[src/design/spiq_pkg.sv]
// shared types and codes for the sorted insert priority queue
package spiq_pkg;

  localparam int KEY_W = 16;
  localparam int PLD_W = 16;
  localparam int CNT_OUT_W = 7;

  // command codes
  localparam logic [1:0] CMD_PUSH  = 2'd0;
  localparam logic [1:0] CMD_POP   = 2'd1;
  localparam logic [1:0] CMD_CLEAR = 2'd2;

  // status codes
  localparam logic [1:0] ST_DONE  = 2'd0;
  localparam logic [1:0] ST_FULL  = 2'd1;
  localparam logic [1:0] ST_EMPTY = 2'd2;

  typedef struct packed {
    logic [KEY_W-1:0] key;
    logic [PLD_W-1:0] payload;
  } entry_t;

  // broadcast to every cell of the row
  typedef struct packed {
    logic   push_en;
    logic   pop_en;
    logic   desc;
    entry_t new_e;
  } cell_ctl_t;

endpackage

[src/design/spiq_cell.sv]
// one slot of the sorted row: holds an entry, shifts back on insert, forward on pop
module spiq_cell #(
  parameter int IDX = 0,
  parameter int CW  = 7
) (
  input  logic               clk,
  input  spiq_pkg::cell_ctl_t ctl,
  input  logic [CW-1:0]      count,
  input  logic               prev_ge,
  input  spiq_pkg::entry_t   prev_e,
  input  spiq_pkg::entry_t   next_e,
  output logic               ge,
  output spiq_pkg::entry_t   e_q,
  output spiq_pkg::entry_t   e_nxt
);
  import spiq_pkg::*;

  localparam logic [CW-1:0] IDX_C = CW'(IDX);

  entry_t e_r;
  logic   held_first;
  logic   new_first;

  // held key ranks strictly before the new key
  assign held_first = ctl.desc ? (e_r.key > ctl.new_e.key) : (e_r.key < ctl.new_e.key);
  // new key ranks strictly before the held key
  assign new_first  = ctl.desc ? (ctl.new_e.key > e_r.key) : (ctl.new_e.key < e_r.key);

  // ge: insert position is at or before this slot
  always_comb begin
    if (IDX == 0) begin
      ge = (count == '0) || new_first;
    end else begin
      ge = prev_ge || (count <= IDX_C) || !held_first;
    end
  end

  always_comb begin
    e_nxt = e_r;
    if (ctl.pop_en) begin
      e_nxt = next_e;
    end else if (ctl.push_en) begin
      if (prev_ge) begin
        e_nxt = prev_e;
      end else if (ge) begin
        e_nxt = ctl.new_e;
      end
    end
  end

  always_ff @(posedge clk) begin
    e_r <= e_nxt;
  end

  assign e_q = e_r;

endmodule

[config.mk]
export PLATFORM = sky130hd
export DESIGN_NAME = spiq_cell
export DESIGN_NICKNAME = d
export VERILOG_FILES = /design/src/design/spiq_pkg.sv /design/src/design/spiq_cell.sv
export SDC_FILE = /design/constraint.sdc
export NUM_CORES = 1
export LEC_CHECK = 0
export BUFFER_PORTS_ARGS = -buffer_cell sky130_fd_sc_hd__buf_2
export CAP_MARGIN = 20
export CORE_ASPECT_RATIO = 1.1
export CORE_MARGIN = 5
export CORE_UTILIZATION = 40
export CTS_CLUSTER_SIZE = 12
export DETAILED_ROUTE_END_ITERATION = 6
export PLACE_DENSITY = 0.71
export SLEW_MARGIN = 0
export SYNTH_ARGS = -nofsm -noshare
export SYNTH_HDL_FRONTEND = slang
export SYNTH_SLANG_ARGS = --single-unit
[constraint.sdc]
create_clock -name clk -period 5.7 [get_ports clk]
set_input_delay 0.285 -clock clk [delete_from_list [all_inputs] [get_ports clk]]
set_output_delay 0.285 -clock clk [all_outputs]
set_load 0.05 [all_outputs]
==> out/results.ini <==
[outcome]
outcome=complete, no violations

[layout]
fin_cells=676
regArea_sq_um=641
n_fill_cell=758
n_antenna_cell=0
final_cell_mix=172 x buf_2, 64 x or3_1, 48 x inv_1
final_common_cell=buf_2
final_nets=712
multiInputGateArea_sq_um=2000
area_growth_syn_to_layout_pct=33.3
drive_gt1_frac=0.326
largest_reg_flops=32

[synthesis]
syn_area_sq_um=2990
seq_area_frac_synth=0.214
async_flop_share=0
yosys_warnings=0
synthDistinctLibCells=33
synth_edf_count=0
synth.ff_latch_count=32
synthFlopType=dfxtp_1
synth_cells=441
syn_nets=565
avgSynthCellArea_sq_um=6.78

[die]
coreArea_sq_um=7390
die_y_um=101
start_util=0.405
ios=173
rows=33
die_area_sq_um=9310
die_w_um=92.5

[worst_hold_path]
holdPathEnd=e_q[18]
hp-start=prev_e[18]
hold_depth=5
hp-class=in -> reg

[critical_path]
path_class=reg -> out
ff2ff_path_depth=9
cp_max_fo=20
critPathArrivalTime_ns=3.49
reg2reg_to=e_q[28]
cp-start-kind=flop
r2r_setup_slack_ns=2.71
critPathCaptureType=output pin
crit_required_ns=5.41
reg2reg_from=e_q[21]

[drt]
viasPerCell=5.83
ant_nets=0
wirelength_um=11400
num_vias=3941
drtIter0Drc=167
dr.pass1.iters=5
drc=0
wl_per_cell_um=16.9

[clocking]
cts_buffer_depth=2
clkSinkCount=32
htreeDepth=2
clk_latency_ns=0.29
cts_inserted_buffers=5
clk_pin_slew_worst_paths_ns=0.08
hold_buffers=0
postCtsSetupBuffers=0
cts_resized=0
cts_tree=built
cts-root-buf=clkbuf_8

[placed_design]
dp_hpwl_um=8010
io_buffers=172
gp_congestion=0.828
placedCellCount=668

[timing]
rsz0062_at_grt=false
finalHoldViolations=0
setup_viol=0
period_share=0.662
finClkSkew_ns=0.00742
fin_crit_ns=3.78
worst-slew-pin-transition_ns=0.944
max_slew_margin=0.371
max_freq_mhz=265
tns_ns=0
final-max-slew-violation-count=0

[power_and_ir_drop]
p_total_uw=1150
power_density_nw_per_um2=289
p_leak_uw=0.00200
vdd_drop_max_mv=0.148

[global_route]
grt_max_degree=97
grt_pass1_vias=3827
grt_pass1_wl_um=18000
gr-usage-all-layers=0.234
antenna_found_initial=1
overflow=0

[flow_run]
maxCapViolCount=0

-- layout make-up --
class | count | share of cell area
Clock buffer | 6 | 0.0207
Timing Repair Buffer | 181 | 0.243
Multi-Input combinational cell | 320 | 0.501
Sequential cell | 32 | 0.161
Tap cell | 87 | 0.0273
Inverter | 48 | 0.0452
Clock inverter | 2 | 0.00251
-- Yosys cell counts (8+ instances only) --
cell type / number / area (sq um)
clkbuf_1: 27 / 101
or3_1: 64 / 400
o31ai_1: 15 / 113
a31oi_1: 32 / 200
a22o_1: 17 / 149
a21oi_1: 37 / 185
nor4_1: 33 / 206
inv_1: 48 / 180
dfxtp_1: 32 / 641
nand2_1: 17 / 63.8
nor3_1: 35 / 175
ha_1: 16 / 200
buf_2: 8 / 40.0
nor2_1: 33 / 124
-- metrics by stage --
step,hold slack (ns),area [sq um],utilization,worst slack (ns)
final,0.373,3990,0.540,1.92
after CTS,0.371,3990,0.540,1.92
after global placement,0.674,3840,0.520,1.99
after floorplan,0.737,2990,-,2.11
after detailed placement,0.678,3900,0.527,2.25
after global routing,0.392,3990,0.540,1.68
-- routing by layer --
metal	vias to the layer above	routed length (um)	GRT usage
met5	-	20	0
met4	2	155	0.0857
met3	19	878	0.0426
met2	213	5580	0.406
met1	1783	4820	0.288
li1	1924	-	-
-- worst max-delay path by stage --
stage	startpoint	to	cells past startpoint
after global placement	ctl[31]	e_nxt[21]	9
after detailed placement	ctl[31]	e_nxt[5]	9
final	e_q[21]	e_nxt[9]	10
after CTS	e_q[21]	e_nxt[5]	10
after floorplan	e_q[23]	e_nxt[10]	9
after global routing	e_q[21]	e_nxt[28]	10
-- kinds of logic after synthesis --
family | Yosys count | synth area share
and+or+nand+nor | 193 | 0.350
AOI/OAI and AO/OA | 111 | 0.246
buffers and inverters | 89 | 0.124
DFF | 32 | 0.214
adders and majority gates | 16 | 0.0669
-- power breakdown --
group	internal, uW	switching, uW	leakage (uW)	total [uW]
sequential	261	27.7	0.000269	289
clock	96.6	97.6	0.0000510	194
combinational	184	487	0.00168	670
total	542	612	0.00200	1150
-- worst max-delay path, stage by stage (launching register included) --
cell	delay [ns]
dfxtp_1	0.36
inv_1	0.08
ha_1	0.32
a41o_1	0.18
a21oi_1	0.05
nor3_1	0.56
or4_1	0.65
buf_16	0.24
a31oi_1	0.10
nor3_1	0.31
buf_2	0.33
Power figures use the tool's default switching activity.
